**src/design/rdwd_pkg.sv**
```systemverilog
// Shared types, codes and helper functions for the run-length delta word decoder.
package rdwd_pkg;

	localparam int ByteW  = 8;
	localparam int WordW  = 16;
	localparam int CountW = 6;
	localparam int TypeW  = 2;

	// Span type codes carried in the low bits of a header byte.
	localparam logic [TypeW-1:0] SPAN_NIB  = 2'd0;
	localparam logic [TypeW-1:0] SPAN_BYTE = 2'd1;
	localparam logic [TypeW-1:0] SPAN_RAW  = 2'd2;
	localparam logic [TypeW-1:0] SPAN_FILL = 2'd3;

	// Decoding phase of the byte stream.
	typedef enum logic [2:0] {
		PH_ENDED   = 3'd0,
		PH_HEADER  = 3'd1,
		PH_NIB     = 3'd2,
		PH_BYTE    = 3'd3,
		PH_RAW_LO  = 3'd4,
		PH_RAW_HI  = 3'd5,
		PH_FILL_LO = 3'd6,
		PH_FILL_HI = 3'd7
	} phase_t;

	// Controller states.
	typedef enum logic {
		ST_ACCEPT = 1'b0,
		ST_EXEC   = 1'b1
	} ctrl_state_t;

	// Commands from the controller to the datapath.
	typedef struct packed {
		logic accept;
		logic step;
	} rdwd_cmd_t;

	// Status from the datapath to the controller.
	typedef struct packed {
		logic fire;
		logic skip;
		logic emit;
		logic more;
		logic out_free;
	} rdwd_stat_t;

	// Sign-extended 4-bit delta, scaled by four.
	function automatic logic [WordW-1:0] nib_delta(input logic [3:0] n);
		return {{(WordW-6){n[3]}}, n, 2'b00};
	endfunction

	// Sign-extended 8-bit delta, scaled by four.
	function automatic logic [WordW-1:0] byte_delta(input logic [ByteW-1:0] b);
		return {{(WordW-ByteW-2){b[ByteW-1]}}, b, 2'b00};
	endfunction

	// Little-endian 16-bit value, scaled by four and truncated to 16 bits.
	function automatic logic [WordW-1:0] raw_word(input logic [ByteW-1:0] hi,
		input logic [ByteW-1:0] lo);
		return {hi[ByteW-3:0], lo, 2'b00};
	endfunction

endpackage

```
**src/design/rdwd_in_if.sv**
```systemverilog
// Input channel interface: one source byte per request.
interface rdwd_in_if import rdwd_pkg::*; ();
	logic             valid;
	logic             ready;
	logic [ByteW-1:0] src_byte;
	logic             stream_start;

	modport source (output valid, output src_byte, output stream_start, input ready);
	modport sink (input valid, input src_byte, input stream_start, output ready);
endinterface

```
**src/design/rdwd_out_if.sv**
```systemverilog
// Output channel interface: one decoded sample per request.
interface rdwd_out_if import rdwd_pkg::*; ();
	logic                    valid;
	logic                    ready;
	logic signed [WordW-1:0] value;
	logic                    last_of_run;
	logic                    end_of_stream;

	modport source (output valid, output value, output last_of_run, output end_of_stream,
		input ready);
	modport sink (input valid, input value, input last_of_run, input end_of_stream,
		output ready);
endinterface

```
**src/design/rle_delta_word_decoder_core.sv**
```systemverilog
// Top level of the run-length delta word decoder.
// A byte is taken into the held-byte register and then decoded by steps; a step that gives
// a result loads it into the output register, and waits while that register is full.
// A new byte is taken only once the last one is through: a byte can give an extra result
// (a second nibble, or each repeat of a fill span, up to 62), and a byte dropped while the
// stream has ended needs no decode step. Reset sets the stream to ended, zeroes the
// accumulator and empties the output register.
module rle_delta_word_decoder_core import rdwd_pkg::*; (
	input logic        clk,
	input logic        arst_n,
	rdwd_in_if.sink    data_in,
	rdwd_out_if.source data_out
);

	rdwd_cmd_t  cmd;
	rdwd_stat_t stat;

	// Sequencing of accept and decode steps.
	rdwd_ctrl u_ctrl (
		.clk    (clk),
		.arst_n (arst_n),
		.stat   (stat),
		.cmd    (cmd)
	);

	// Decode state, arithmetic and output register.
	rdwd_datapath u_dp (
		.clk           (clk),
		.arst_n        (arst_n),
		.cmd           (cmd),
		.stat          (stat),
		.in_valid      (data_in.valid),
		.src_byte      (data_in.src_byte),
		.stream_start  (data_in.stream_start),
		.out_ready     (data_out.ready),
		.out_valid     (data_out.valid),
		.value         (data_out.value),
		.last_of_run   (data_out.last_of_run),
		.end_of_stream (data_out.end_of_stream)
	);

	assign data_in.ready = cmd.accept;

endmodule

```
**src/design/rdwd_ctrl.sv**
```systemverilog
// Controller state machine: accepts a byte, then steps the datapath until the byte is done.
module rdwd_ctrl import rdwd_pkg::*; (
	input  logic       clk,
	input  logic       arst_n,
	input  rdwd_stat_t stat,
	output rdwd_cmd_t  cmd
);

	ctrl_state_t state_q;
	ctrl_state_t state_d;

	// State register.
	always_ff @(posedge clk or negedge arst_n) begin
		if (!arst_n) begin
			state_q <= ST_ACCEPT;
		end else begin
			state_q <= state_d;
		end
	end

	// Next state: a byte that is ignored keeps the controller accepting.
	always_comb begin
		state_d = state_q;
		case (state_q)
			ST_ACCEPT: begin
				if (stat.fire && !stat.skip) begin
					state_d = ST_EXEC;
				end
			end
			ST_EXEC: begin
				if (cmd.step && !stat.more) begin
					state_d = ST_ACCEPT;
				end
			end
			default: begin
				state_d = ST_ACCEPT;
			end
		endcase
	end

	// Outputs: a step that produces a result waits for a free output register.
	always_comb begin
		cmd = '0;
		case (state_q)
			ST_ACCEPT: begin
				cmd.accept = 1'b1;
			end
			ST_EXEC: begin
				cmd.step = !stat.emit || stat.out_free;
			end
			default: begin
				cmd = '0;
			end
		endcase
	end

endmodule

```
**src/design/rdwd_datapath.sv**
```systemverilog
// Datapath: stream state, accumulator, per-step decode and the output register.
module rdwd_datapath import rdwd_pkg::*; (
	input  logic                    clk,
	input  logic                    arst_n,
	input  rdwd_cmd_t               cmd,
	output rdwd_stat_t              stat,
	input  logic                    in_valid,
	input  logic [ByteW-1:0]        src_byte,
	input  logic                    stream_start,
	input  logic                    out_ready,
	output logic                    out_valid,
	output logic signed [WordW-1:0] value,
	output logic                    last_of_run,
	output logic                    end_of_stream
);

	phase_t              phase_q;
	logic [TypeW-1:0]    type_q;
	logic [CountW-1:0]   rem_q;
	logic [WordW-1:0]    acc_q;
	logic [ByteW-1:0]    hold_q;
	logic [ByteW-1:0]    byte_q;
	logic                sub_q;
	logic                out_valid_q;
	logic [WordW-1:0]    value_q;
	logic                last_q;
	logic                end_q;

	phase_t              phase_d;
	logic [TypeW-1:0]    type_d;
	logic [CountW-1:0]   rem_d;
	logic [WordW-1:0]    acc_d;
	logic [ByteW-1:0]    hold_d;
	logic                sub_d;
	logic [CountW-1:0]   rem_dec;
	logic [3:0]          nib;
	logic [WordW-1:0]    sum;
	logic                emit;
	logic                more;
	logic [WordW-1:0]    res_value;
	logic                res_last;
	logic                res_end;
	logic                fire;
	logic                out_free;

	assign fire     = cmd.accept && in_valid;
	assign out_free = !out_valid_q || out_ready;
	assign rem_dec  = rem_q - CountW'(1);
	assign nib      = sub_q ? byte_q[7:4] : byte_q[3:0];

	// One decode step on the held byte; each step gives at most one result.
	always_comb begin
		phase_d   = phase_q;
		type_d    = type_q;
		rem_d     = rem_q;
		acc_d     = acc_q;
		hold_d    = hold_q;
		sub_d     = 1'b0;
		emit      = 1'b0;
		more      = 1'b0;
		res_value = acc_q;
		res_last  = 1'b0;
		res_end   = 1'b0;
		sum       = acc_q;
		case (phase_q)
			PH_HEADER: begin
				rem_d  = byte_q[7:2];
				type_d = byte_q[1:0];
				if (byte_q[7:2] == '0) begin
					emit      = 1'b1;
					res_value = '0;
					res_last  = 1'b1;
					res_end   = 1'b1;
					phase_d   = PH_ENDED;
				end else begin
					case (byte_q[1:0])
						SPAN_NIB:  phase_d = PH_NIB;
						SPAN_BYTE: phase_d = PH_BYTE;
						SPAN_RAW:  phase_d = PH_RAW_LO;
						SPAN_FILL: phase_d = PH_FILL_LO;
						default:   phase_d = PH_FILL_LO;
					endcase
				end
			end
			PH_NIB: begin
				if (rem_q != '0) begin
					sum       = acc_q + nib_delta(nib);
					acc_d     = sum;
					rem_d     = rem_dec;
					emit      = 1'b1;
					res_value = sum;
					res_last  = (rem_dec == '0) || sub_q;
					more      = !sub_q && (rem_dec != '0);
					sub_d     = more;
					if (rem_dec == '0) begin
						phase_d = PH_HEADER;
					end
				end else begin
					phase_d = PH_HEADER;
				end
			end
			PH_BYTE: begin
				if (rem_q != '0) begin
					sum       = acc_q + byte_delta(byte_q);
					acc_d     = sum;
					rem_d     = rem_dec;
					emit      = 1'b1;
					res_value = sum;
					res_last  = 1'b1;
					if (rem_dec == '0) begin
						phase_d = PH_HEADER;
					end
				end else begin
					phase_d = PH_HEADER;
				end
			end
			PH_RAW_LO: begin
				hold_d  = byte_q;
				phase_d = PH_RAW_HI;
			end
			PH_RAW_HI: begin
				acc_d     = raw_word(byte_q, hold_q);
				res_value = raw_word(byte_q, hold_q);
				phase_d   = PH_RAW_LO;
				if (rem_q != '0) begin
					rem_d    = rem_dec;
					emit     = 1'b1;
					res_last = 1'b1;
					if (rem_dec == '0) begin
						phase_d = PH_HEADER;
					end
				end else begin
					phase_d = PH_HEADER;
				end
			end
			PH_FILL_LO: begin
				hold_d  = byte_q;
				phase_d = PH_FILL_HI;
			end
			PH_FILL_HI: begin
				// The same value goes out once per remaining count.
				acc_d     = raw_word(byte_q, hold_q);
				res_value = raw_word(byte_q, hold_q);
				if (rem_q != '0) begin
					rem_d    = rem_dec;
					emit     = 1'b1;
					res_last = (rem_dec == '0);
					more     = (rem_dec != '0);
					if (rem_dec == '0) begin
						phase_d = PH_HEADER;
					end
				end else begin
					phase_d = PH_HEADER;
				end
			end
			default: begin
				phase_d = phase_q;
			end
		endcase
	end

	// Status toward the controller.
	always_comb begin
		stat          = '0;
		stat.fire     = fire;
		stat.skip     = !stream_start && (phase_q == PH_ENDED);
		stat.emit     = emit;
		stat.more     = more;
		stat.out_free = out_free;
	end

	// Stream state: a start flag clears the accumulator and rearms header decoding.
	always_ff @(posedge clk or negedge arst_n) begin
		if (!arst_n) begin
			phase_q <= PH_ENDED;
			type_q  <= '0;
			rem_q   <= '0;
			acc_q   <= '0;
			hold_q  <= '0;
			sub_q   <= 1'b0;
		end else if (fire) begin
			sub_q <= 1'b0;
			if (stream_start) begin
				acc_q   <= '0;
				phase_q <= PH_HEADER;
			end
		end else if (cmd.step) begin
			phase_q <= phase_d;
			type_q  <= type_d;
			rem_q   <= rem_d;
			acc_q   <= acc_d;
			hold_q  <= hold_d;
			sub_q   <= sub_d;
		end
	end

	// Held copy of the accepted byte.
	always_ff @(posedge clk) begin
		if (fire) begin
			byte_q <= src_byte;
		end
	end

	// Output register valid flag.
	always_ff @(posedge clk or negedge arst_n) begin
		if (!arst_n) begin
			out_valid_q <= 1'b0;
		end else if (cmd.step && emit) begin
			out_valid_q <= 1'b1;
		end else if (out_ready) begin
			out_valid_q <= 1'b0;
		end
	end

	// Output register payload.
	always_ff @(posedge clk) begin
		if (cmd.step && emit) begin
			value_q <= res_value;
			last_q  <= res_last;
			end_q   <= res_end;
		end
	end

	assign out_valid     = out_valid_q;
	assign value         = signed'(value_q);
	assign last_of_run   = last_q;
	assign end_of_stream = end_q;

endmodule

```
**src/flat_wrapper.sv**
```systemverilog
// flat-port wrapper written by rule: the top's interface ports become plain ports
module rle_delta_word_decoder_core_flat import rdwd_pkg::*;
  (clk, arst_n, data_in_valid, data_in_src_byte, data_in_stream_start, data_in_ready, data_out_valid, data_out_value, data_out_last_of_run, data_out_end_of_stream, data_out_ready);
  rdwd_in_if data_in_i ();
  rdwd_out_if data_out_i ();
  input logic clk;
  input logic arst_n;
  input wire logic [$bits(data_in_i.valid)-1:0] data_in_valid;
  input wire logic [$bits(data_in_i.src_byte)-1:0] data_in_src_byte;
  input wire logic [$bits(data_in_i.stream_start)-1:0] data_in_stream_start;
  output wire logic [$bits(data_in_i.ready)-1:0] data_in_ready;
  output wire logic [$bits(data_out_i.valid)-1:0] data_out_valid;
  output wire logic [$bits(data_out_i.value)-1:0] data_out_value;
  output wire logic [$bits(data_out_i.last_of_run)-1:0] data_out_last_of_run;
  output wire logic [$bits(data_out_i.end_of_stream)-1:0] data_out_end_of_stream;
  input wire logic [$bits(data_out_i.ready)-1:0] data_out_ready;
  assign data_in_i.valid = data_in_valid;
  assign data_in_i.src_byte = data_in_src_byte;
  assign data_in_i.stream_start = data_in_stream_start;
  assign data_in_ready = data_in_i.ready;
  assign data_out_valid = data_out_i.valid;
  assign data_out_value = data_out_i.value;
  assign data_out_last_of_run = data_out_i.last_of_run;
  assign data_out_end_of_stream = data_out_i.end_of_stream;
  assign data_out_i.ready = data_out_ready;
  rle_delta_word_decoder_core u_core (.clk(clk), .arst_n(arst_n), .data_in(data_in_i), .data_out(data_out_i));
endmodule
```
**config.mk**
```make
export PLATFORM = sky130hd
export DESIGN_NAME = rle_delta_word_decoder_core_flat
export DESIGN_NICKNAME = d
export VERILOG_FILES = /design/src/design/rdwd_pkg.sv /design/src/design/rdwd_in_if.sv /design/src/design/rdwd_out_if.sv /design/src/design/rle_delta_word_decoder_core.sv /design/src/design/rdwd_ctrl.sv /design/src/design/rdwd_datapath.sv /design/src/flat_wrapper.sv
export SDC_FILE = /design/constraint.sdc
export NUM_CORES = 1
export LEC_CHECK = 0
export BUFFER_PORTS_ARGS = -buffer_cell sky130_fd_sc_hd__buf_2
export CORE_UTILIZATION = 55
export DETAILED_ROUTE_END_ITERATION = 12
export PLACE_DENSITY = 0.78
export SYNTH_ARGS = -nofsm -noshare
export SYNTH_HDL_FRONTEND = slang
export SYNTH_SLANG_ARGS = --single-unit
```
**constraint.sdc**
```tcl
create_clock -name clk -period 3.58 [get_ports clk]
set_input_delay 0.716 -clock clk [delete_from_list [all_inputs] [get_ports clk]]
set_output_delay 0.716 -clock clk [all_outputs]
set_load 0.01 [all_outputs]
```
==> results.py, run 1 <==
metrics = {
    "outcome": {
        "status": "finished, final reports clean",
    },
    "timing": {
        "setup_viol": 0,
        "finalCriticalPeriod_ns": 3.24,
        "grt_setup_unrepaired": "false",
        "setup_tns_ns": 0,
        "worst_pin_slew_ns": 0.879,
        "hold_violations": 0,
        "fin_skew_ns": 0.00937,
        "period_share_pct": 90.4,
        "slew_headroom_pct": 41.4,
        "slew_viol_final": 0,
        "max_freq_ghz": 0.309,
    },
    "pwr": {
        "leakage_uw": 0.00226,
        "ir_drop_uv": 461,
        "powerDensity_nw_per_um2": 1040,
    },
    "synth": {
        "avgSynthCellArea_um2": 8.86,
        "synth-edff-count": 25,
        "ys.flop_type": "dfrtp_1",
        "netlist_area_um2": 4780,
        "postSynth.asyncResetShare_pct": 57.6,
        "ys_seq_area_share_pct": 33.5,
        "synth.net_count": 583,
        "yosysWarnings": 0,
        "yosysUniqueCellTypes": 76,
        "synth-seq-cells": 59,
        "syn-instance-count": 539,
    },
    "layout": {
        "multi_input_area_um2": 2970,
        "fin_util_pct": 63.5,
        "syn_to_final_growth_pct": 10.2,
        "layout-drive-gt1-share_pct": 15.6,
        "num-fill-cells": 705,
        "antenna_cells": 0,
        "nets": 615,
        "seq_area_um2": 1600,
    },
    "critical_path": {
        "critPathKind": "flop to flop",
        "cp_max_fo": 6,
        "crit_slowest_cell": "edfxtp_1",
        "cp_top_family": "compound AO/OA/AOI/OAI gates",
        "worstSetupEndpointType": "flop",
        "reg2reg_slack_ns": 0.34,
        "crit_chain": "inv_1 > o21a_1 > inv_1 > ha_1 > a211oi_1 > nor2_1 > o21a_1 > a221oi_1 > xor2_1 > a2bb2oi_1 > o211ai_1",
        "cp_slowest_stage_delay_ns": 0.50,
        "cp_data_required_time_ns": 3.66,
        "critPathBufInv": 2,
        "critPathLaunchType": "flop",
        "arrival_ns": 3.31,
    },
    "clocking": {
        "insertion_delay_ns": 0.35,
        "post_cts_buffers": 0,
        "postCtsResizedCells": 0,
        "clk_pin_slew_ns": 0.07,
        "cts_max_level": 3,
        "cts_buffers": 9,
        "clockBufferDepth": 2,
        "clock-sinks": 59,
        "cts_tree": "yes",
        "cts-root-buf": "clkbuf_8",
        "ctsHoldBuffers": 0,
    },
    "floorplan": {
        "die_h_um": 95.2,
        "die_x_um": 95.2,
        "initial_core_util_pct": 57.6,
        "io_pins": 33,
        "fp.coreArea_um2": 8300,
        "rows": 33,
        "die_area_um2": 9060,
    },
    "place": {
        "place_hpwl_um": 10300,
        "portBuffers": 32,
        "gp_congestion": 0.931,
    },
    "drt": {
        "viasPerCell": 6.83,
        "vias": 4650,
        "drtIter0Drc": 475,
        "dr.pass1.iters": 5,
        "ant_nets": 0,
        "routed_wl_um": 14000,
        "wl_per_cell_um": 20.6,
        "drc": 0,
    },
    "global_routing": {
        "grt_usage_pct": 33.3,
        "gr-total-overflow": 0,
        "grt_max_degree": 35,
        "antenna_found_initial": 0,
        "grt_pass1_wl_um": 22700,
        "grt_pass1_vias": 4501,
    },
    "min_path": {
        "hold_path.class": "primary input to asynchronous set/reset pin",
    },
    "flow_run": {
        "drv_cap": 0,
    },
}
synthesized netlist by cell type (10+ instances only):
cell type / number / area share, %
dfrtp_1: 34 / 18
nor3_1: 11 / 1.2
xor2_1: 10 / 1.8
nand2b_1: 13 / 1.7
o21a_1: 14 / 2.2
o21ai_1: 11 / 1.2
nor2_1: 29 / 2.3
a22o_1: 10 / 1.8
edfxtp_1: 25 / 16
nand2_1: 56 / 4.4
a21oi_1: 44 / 4.6
ha_1: 29 / 7.6
inv_1: 19 / 1.5
nand3_1: 13 / 1.4
o21ai_0: 40 / 4.2
path summary, 6_finish.rpt:
check	from	cells past startpoint	end
min in group clk	u_core.u_dp.hold_q[0]	2	u_core.u_dp.hold_q[0]
worst min-delay path	arst_n	1	u_core.u_dp.hold_q[6]
worst max-delay path	u_core.u_dp.byte_q[1]	11	u_core.u_dp.value[15]
max in group asynchronous	arst_n	1	u_core.u_dp.acc_q[13]
worst max register to register	u_core.u_dp.byte_q[1]	11	u_core.u_dp.value[15]
worst min register to register	u_core.u_dp.hold_q[0]	2	u_core.u_dp.hold_q[0]
per-layer routing:
layer,GRT usage (%),vias up,share of wire [%]
li1,-,2123,-
met1,42.0,2204,40
met2,53.8,262,46
met3,7.50,61,9.2
met4,16.3,0,4.6
met5,0,-,0
where the power goes:
part / switching [uW] / total, uW / internal [uW]
clock network: 278 / 708 / 430
logic: 2050 / 3410 / 1360
registers: 327 / 1370 / 1050
sequential cells by signal, summed over array words and instances (netlist names), 3 cells and up:
register and flops:
u_core.u_dp.hold_q 8, u_core.u_dp.value 15, u_core.u_dp.byte_q 8, u_core.u_dp.rem_q 6, u_core.u_dp.phase_q 3, u_core.u_dp.acc_q 14
layout by cell type, fill, tap and decap left out, types with 9 or more instances in the layout:
cell	count
o21a_1	14
a211oi_1	9
mux2_2	9
a21o_1	9
nor2_1	29
xor2_1	10
nand2b_1	13
nor3_1	11
dfrtp_1	34
clkbuf_8	11
o21ai_1	11
a21oi_1	44
o21ai_0	40
inv_1	19
buf_2	32
a22o_1	10
nand2_1	56
ha_1	29
nand3_1	13
edfxtp_1	25
buf_4	12
through the flow:
stage	instance area [um2]	setup slack [ns]	total power, uW	std cells	hold slack (ns)
2_1_floorplan	4780	0.661	3800	539	0.420
3_3_place_gp	5040	0.529	4600	665	0.491
3_5_place_dp	5040	0.425	4680	665	0.500
4_1_cts	5270	0.389	5400	681	0.514
5_1_grt	5270	0.146	5900	681	0.537
6_report	5270	0.344	5490	681	0.495
final cells by class:
cell class | count | area share [%]
clock buffers | 12 | 2.95
multi-input cells | 435 | 56.5
repair buffers | 44 | 4.75
flip-flops and latches | 59 | 30.4
clock inverters | 4 | 1.35
inverters | 22 | 1.57
well taps | 105 | 2.49
cell families (layout without fill, tap and decap cells):
logic type	Yosys count	count (layout)	synth area share (%)
other	1	1	0.0785
muxes	16	16	3.59
buffers and inverters	45	82	4.22
DFF	59	59	33.5
and+or+nand+nor	156	156	16.6
xor gates and xnor gates	14	14	2.57
AOI/OAI and AO/OA	217	217	31.0
adders and majority gates	31	31	8.43
Note: power is estimated with default switching activity, not from simulation.
==> run 2: changes to the inputs <==
--- a/config.mk
+++ b/config.mk
@@ -7,8 +7,10 @@
 export LEC_CHECK = 0
 export BUFFER_PORTS_ARGS = -buffer_cell sky130_fd_sc_hd__buf_2
 export CORE_UTILIZATION = 55
+export CTS_BUF_LIST = sky130_fd_sc_hd__clkbuf_16
 export DETAILED_ROUTE_END_ITERATION = 12
 export PLACE_DENSITY = 0.78
 export SYNTH_ARGS = -nofsm -noshare
 export SYNTH_HDL_FRONTEND = slang
+export SYNTH_HIERARCHICAL = 1
 export SYNTH_SLANG_ARGS = --single-unit
==> results.py, run 2 <==
metrics = {
    "place": {
        "portBuffers": 32,
        "dp_cells": 629,
        "dp_slack_ns": 0.345,
        "place_hpwl_um": 9200,
        "gp_congestion": 0.989,
    },
    "floorplan": {
        "initial_core_util_pct": 57.6,
        "io_pins": 33,
        "die_x_um": 92.4,
        "die_h_um": 92.4,
        "die_area_um2": 8540,
        "rows": 32,
        "fp.coreArea_um2": 7810,
    },
    "synth": {
        "yosysWarnings": 6,
        "postSynth.asyncResetShare_pct": 57.6,
        "netlist_top_cells_count": "52 x o21ai_0, 50 x nand2_1, 43 x nor2_1",
        "yosysTopAreaCellShare_pct": 18.9,
        "synth.area.top_cells": "dfrtp_1 19%, edfxtp_1 17%, ha_1 7.8%",
        "synth.net_count": 553,
        "synth-edff-count": 25,
        "ys.flop_type": "dfrtp_1",
        "synth-seq-cells": 59,
        "netlist_area_um2": 4500,
        "yosysTopAreaCell": "dfrtp_1",
        "avgSynthCellArea_um2": 8.82,
        "syn-instance-count": 510,
        "ys_seq_area_share_pct": 35.6,
        "synth_most_common_cell": "o21ai_0",
        "yosysUniqueCellTypes": 61,
    },
    "clocking": {
        "cts-root-buf": "clkbuf_16",
        "insertion_delay_ns": 0.33,
        "cts_tree": "yes",
        "postCtsResizedCells": 0,
        "ctsHoldBuffers": 0,
        "cts_max_level": 3,
        "cts_buffers": 9,
        "clock-sinks": 59,
        "clk_pin_slew_ns": 0.05,
        "clockBufferDepth": 2,
        "post_cts_buffers": 0,
    },
    "outcome": {
        "status": "finished, final reports clean",
    },
    "timing": {
        "max_freq_ghz": 0.306,
        "slew_viol_final": 0,
        "setup_tns_ns": 0,
        "slew_headroom_pct": 26.8,
        "period_share_pct": 91.2,
        "setup_viol": 0,
        "worst_pin_slew_ns": 1.10,
        "setup_slack_ns": 0.314,
        "fin_skew_ns": 0.00698,
        "finalCriticalPeriod_ns": 3.27,
        "grt_setup_unrepaired": "false",
        "hold_violations": 0,
    },
    "global_routing": {
        "grt_max_degree": 46,
        "grt.met3_usage_pct": 7.72,
        "gr-total-overflow": 0,
        "antenna_found_initial": 0,
        "grt_usage_pct": 32.5,
        "grt_pass1_vias": 4063,
        "grt_pass1_wl_um": 21100,
        "grt_use_met2_pct": 50.8,
        "grt_util_met1_pct": 43.4,
        "grt_busiest_layer": "met2",
    },
    "critical_path": {
        "critPathBufInv": 0,
        "reg2reg_depth": 10,
        "reg2reg_slack_ns": 0.31,
        "cp-endpoint": "u_core/u_dp/value[15]",
        "reg2reg_to": "u_core/u_dp/value[15]",
        "crit_slowest_cell": "dfrtp_1",
        "crit_chain": "mux2_2 > ha_1 > and3_1 > and3_1 > and3_1 > o31ai_2 > mux2i_1 > nor2_1 > xnor2_1 > o21ai_1",
        "worstSetupEndpointType": "flop",
        "cp_top_family": "multiplexers",
        "critPathKind": "flop to flop",
        "crit_path_start": "u_core/u_dp/sub_q",
        "critical_path_depth": 10,
        "reg2reg_from": "u_core/u_dp/sub_q",
        "arrival_ns": 3.33,
        "cp_max_fo": 12,
        "critPathLaunchType": "flop",
        "cp_slowest_stage_delay_ns": 0.51,
        "cp_common_cell": "and3_1",
        "cp_data_required_time_ns": 3.65,
    },
    "layout": {
        "largest_reg_flops": 15,
        "final_common_cell": "o21ai_0",
        "layout-drive-gt1-share_pct": 14.2,
        "antenna_cells": 0,
        "layoutNonFillerInstCount": 645,
        "num-fill-cells": 675,
        "nets": 581,
        "final_cell_mix": "52 x o21ai_0, 50 x nand2_1, 43 x nor2_1",
        "syn_to_final_growth_pct": 11.9,
    },
    "drt": {
        "dr.pass1.iters": 5,
        "routed_wl_um": 13000,
        "viasPerCell": 6.63,
        "wl_per_cell_um": 20.2,
        "ant_nets": 0,
        "drc": 0,
        "vias": 4276,
        "drtIter0Drc": 411,
    },
    "pwr": {
        "ir_drop_uv": 408,
        "leakage_uw": 0.00217,
        "powerDensity_nw_per_um2": 995,
    },
    "min_path": {
        "hold_path.class": "primary input to asynchronous set/reset pin",
    },
    "flow_run": {
        "drv_cap": 0,
    },
}
[run 2: per-stage QoR]
step	hold WS [ns]	total power, uW	util (%)	cell area [um2]
6_report	0.505	5010	64.5	5030
5_1_grt	0.535	5350	64.5	5030
4_1_cts	0.499	4940	64.5	5030
3_5_place_dp	0.488	4070	60.8	4750
3_3_place_gp	0.487	3990	60.8	4750
2_1_floorplan	0.420	3320	-	4500
[run 2: worst min-delay path by stage]
stage | from | endpoint | slack [ns]
after floorplan | arst_n | u_core/u_ctrl/state_q | 0.42
after global placement | u_core/u_dp/hold_q[1] | u_core/u_dp/hold_q[1] | 0.49
after detailed placement | u_core/u_dp/hold_q[1] | u_core/u_dp/hold_q[1] | 0.49
after CTS | u_core/u_dp/hold_q[1] | u_core/u_dp/hold_q[1] | 0.50
after global routing | u_core/u_dp/hold_q[3] | u_core/u_dp/hold_q[3] | 0.54
final | arst_n | u_core/u_ctrl/state_q | 0.51
[run 2: layout make-up]
type | instances | area (um2) | share of cell area [%]
inverters | 17 | 63.8 | 1.27
multi-input cells | 407 | 2690 | 53.5
clock inverters | 7 | 62.6 | 1.24
clock buffers | 9 | 225 | 4.47
repair buffers | 44 | 263 | 5.22
well taps | 102 | 128 | 2.53
flip-flops and latches | 59 | 1600 | 31.8
[run 2: cells by family after synthesis]
logic type,count (synthesis),share of synthesized area [%]
flip-flops,59,35.6
XOR/XNOR,17,3.31
AO/OA/AOI/OAI,177,26.3
other,1,0.0834
AND/OR/NAND/NOR,167,17.8
multiplexers,15,3.64
buffers and inverters,44,4.56
adder cells (fa/ha/maj),30,8.68
[run 2: report_power, final]
part	leakage, uW	total (uW)	switching [uW]	internal (uW)
Clock	0.000144	846	315	530
Combinational	0.00136	2850	1720	1120
Sequential	0.000670	1320	272	1040
[run 2: layer usage]
metal | up-vias | routed length [um]
met4 | 0 | 386
li1 | 1958 | -
met5 | - | 0
met2 | 269 | 5910
met1 | 2016 | 5290
met3 | 33 | 1450
==> run 3: changes to the inputs <==
--- a/config.mk
+++ b/config.mk
@@ -5,7 +5,7 @@
 export SDC_FILE = /design/constraint.sdc
 export NUM_CORES = 1
 export LEC_CHECK = 0
-export BUFFER_PORTS_ARGS = -buffer_cell sky130_fd_sc_hd__buf_2
+export BUFFER_PORTS_ARGS = -buffer_cell sky130_fd_sc_hd__clkbuf_2
 export CORE_UTILIZATION = 55
 export CTS_BUF_LIST = sky130_fd_sc_hd__clkbuf_16
 export DETAILED_ROUTE_END_ITERATION = 12
==> constraint.sdc (replaced) <==
create_clock -name clk -period 3.58 [get_ports clk]
set_input_delay 0.358 -clock clk [delete_from_list [all_inputs] [get_ports clk]]
set_output_delay 0.358 -clock clk [all_outputs]
set_load 0.01 [all_outputs]
==> results.py, run 3 (synthesis gave the netlist of run 2 again) <==
metrics = {
    "timing": {
        "finalCriticalPeriod_ns": 3.47,
        "hold_violations": 0,
        "period_share_pct": 96.8,
        "fin_skew_ns": 0.00574,
        "worst_pin_slew_ns": 1.25,
        "max_freq_ghz": 0.288,
        "setup_slack_ns": 0.114,
        "slew_viol_final": 0,
        "setup_viol": 0,
        "grt_setup_unrepaired": "false",
        "slew_headroom_pct": 16.2,
        "setup_tns_ns": 0,
    },
    "place": {
        "dp_cells": 627,
        "dp_slack_ns": 0.224,
        "portBuffers": 32,
        "placed_cell_area_um2": 4720,
        "place_hpwl_um": 9060,
        "gp_congestion": 1.02,
    },
    "drt": {
        "vias": 4322,
        "drc": 0,
        "viasPerCell": 6.72,
        "dr.pass1.iters": 7,
        "routed_wl_um": 12700,
        "wl_per_cell_um": 19.7,
        "drtIter0Drc": 545,
        "ant_nets": 0,
    },
    "clocking": {
        "cts_tree": "yes",
        "clock-sinks": 59,
        "cts-root-buf": "clkbuf_16",
        "cts_buffers": 9,
        "clk_pin_slew_ns": 0.05,
        "cts_max_level": 3,
        "postCtsResizedCells": 0,
        "post_cts_buffers": 0,
        "insertion_delay_ns": 0.33,
        "ctsHoldBuffers": 0,
        "clockBufferDepth": 2,
    },
    "min_path": {
        "hold_path.class": "primary input to asynchronous set/reset pin",
    },
    "pwr": {
        "leakage_uw": 0.00217,
        "total_power_uw": 4990,
        "ir_drop_uv": 392,
        "powerDensity_nw_per_um2": 997,
    },
    "layout": {
        "final_cell_mix": "52 x o21ai_0, 50 x nand2_1, 43 x nor2_1",
        "antenna_cells": 0,
        "num-fill-cells": 648,
        "largest_reg_flops": 15,
        "final_common_cell": "o21ai_0",
        "layout-drive-gt1-share_pct": 13.9,
        "nets": 579,
        "syn_to_final_growth_pct": 11.3,
        "layoutNonFillerInstCount": 643,
        "postLayoutCellArea_um2": 5010,
    },
    "floorplan": {
        "fp.coreArea_um2": 7810,
        "die_h_um": 92.4,
        "rows": 32,
        "die_x_um": 92.4,
        "initial_core_util_pct": 57.6,
        "die_area_um2": 8540,
        "io_pins": 33,
    },
    "flow_run": {
        "drv_cap": 0,
    },
    "global_routing": {
        "gr-total-overflow": 0,
        "antenna_found_initial": 0,
        "grt_pass1_vias": 4054,
        "grt_max_degree": 46,
        "grt_usage_pct": 31.2,
        "grt_pass1_wl_um": 20300,
    },
    "critical_path": {
        "arrival_ns": 3.51,
        "critPathLaunchType": "flop",
        "critPathKind": "flop to flop",
        "cp_max_fo": 12,
        "worstSetupEndpointType": "flop",
        "cp_data_required_time_ns": 3.63,
    },
    "outcome": {
        "status": "finished, final reports clean",
    },
}
-- run 3: where the power goes --
group | internal [uW] | switching (uW)
clock | 529 | 305
sequential | 1050 | 273
combinational | 1110 | 1730
-- run 3: worst max-delay path, cell delays in order (launching register included) --
cell and delay (ns):
edfxtp_1 0.58, mux2_2 0.49, ha_1 0.38, and3_1 0.24, and3_1 0.18, and3_1 0.20
o31ai_2 0.33, mux2i_1 0.39, nor2_1 0.10, xnor2_1 0.18, o21ai_1 0.10
-- run 3: layout make-up --
type                            instances  area (um2)  share of cell area, %
Clock buffer                            9         225                   4.50
Timing Repair Buffer                   42         235                   4.70
Clock inverter                          7        60.1                   1.20
Inverter                               17        63.8                   1.27
Tap cell                              102         128                   2.55
Multi-Input combinational cell        407        2690                   53.8
Sequential cell                        59        1600                   32.0
-- run 3: path summary, 6_finish.rpt --
check,from,end,slack [ns],depth (start not counted)
max,u_core/u_dp/byte_q[7],u_core/u_dp/value[15],0.11,10
min,arst_n,u_core/u_dp/out_valid,0.15,1
max reg2reg,u_core/u_dp/byte_q[7],u_core/u_dp/value[15],0.11,10
min reg2reg,u_core/u_dp/out_valid,u_core/u_dp/out_valid,0.52,2
max in group asynchronous,arst_n,u_core/u_dp/sub_q,2.81,1
min in group clk,data_in_src_byte[3],u_core/u_dp/byte_q[3],0.20,1
-- run 3: per-layer routing --
| metal | global-route usage [%] | wire [um] | share of wire [%] | vias up |
|---|---|---|---|---|
| li1 | - | - | - | 1959 |
| met1 | 40.5 | 4970 | 39 | 1998 |
| met2 | 48.8 | 5740 | 45 | 305 |
| met3 | 7.39 | 1440 | 11 | 60 |
| met4 | 15.1 | 553 | 4.4 | 0 |
| met5 | 0 | 0 | 0 | - |
-- run 3: per-stage QoR --
step                      hold WS (ns)  utilization, %
after floorplan                 0.0624               -
after global placement           0.473            60.4
after detailed placement         0.498            60.4
after CTS                        0.191            64.1
after global routing             0.197            64.1
final                            0.154            64.1
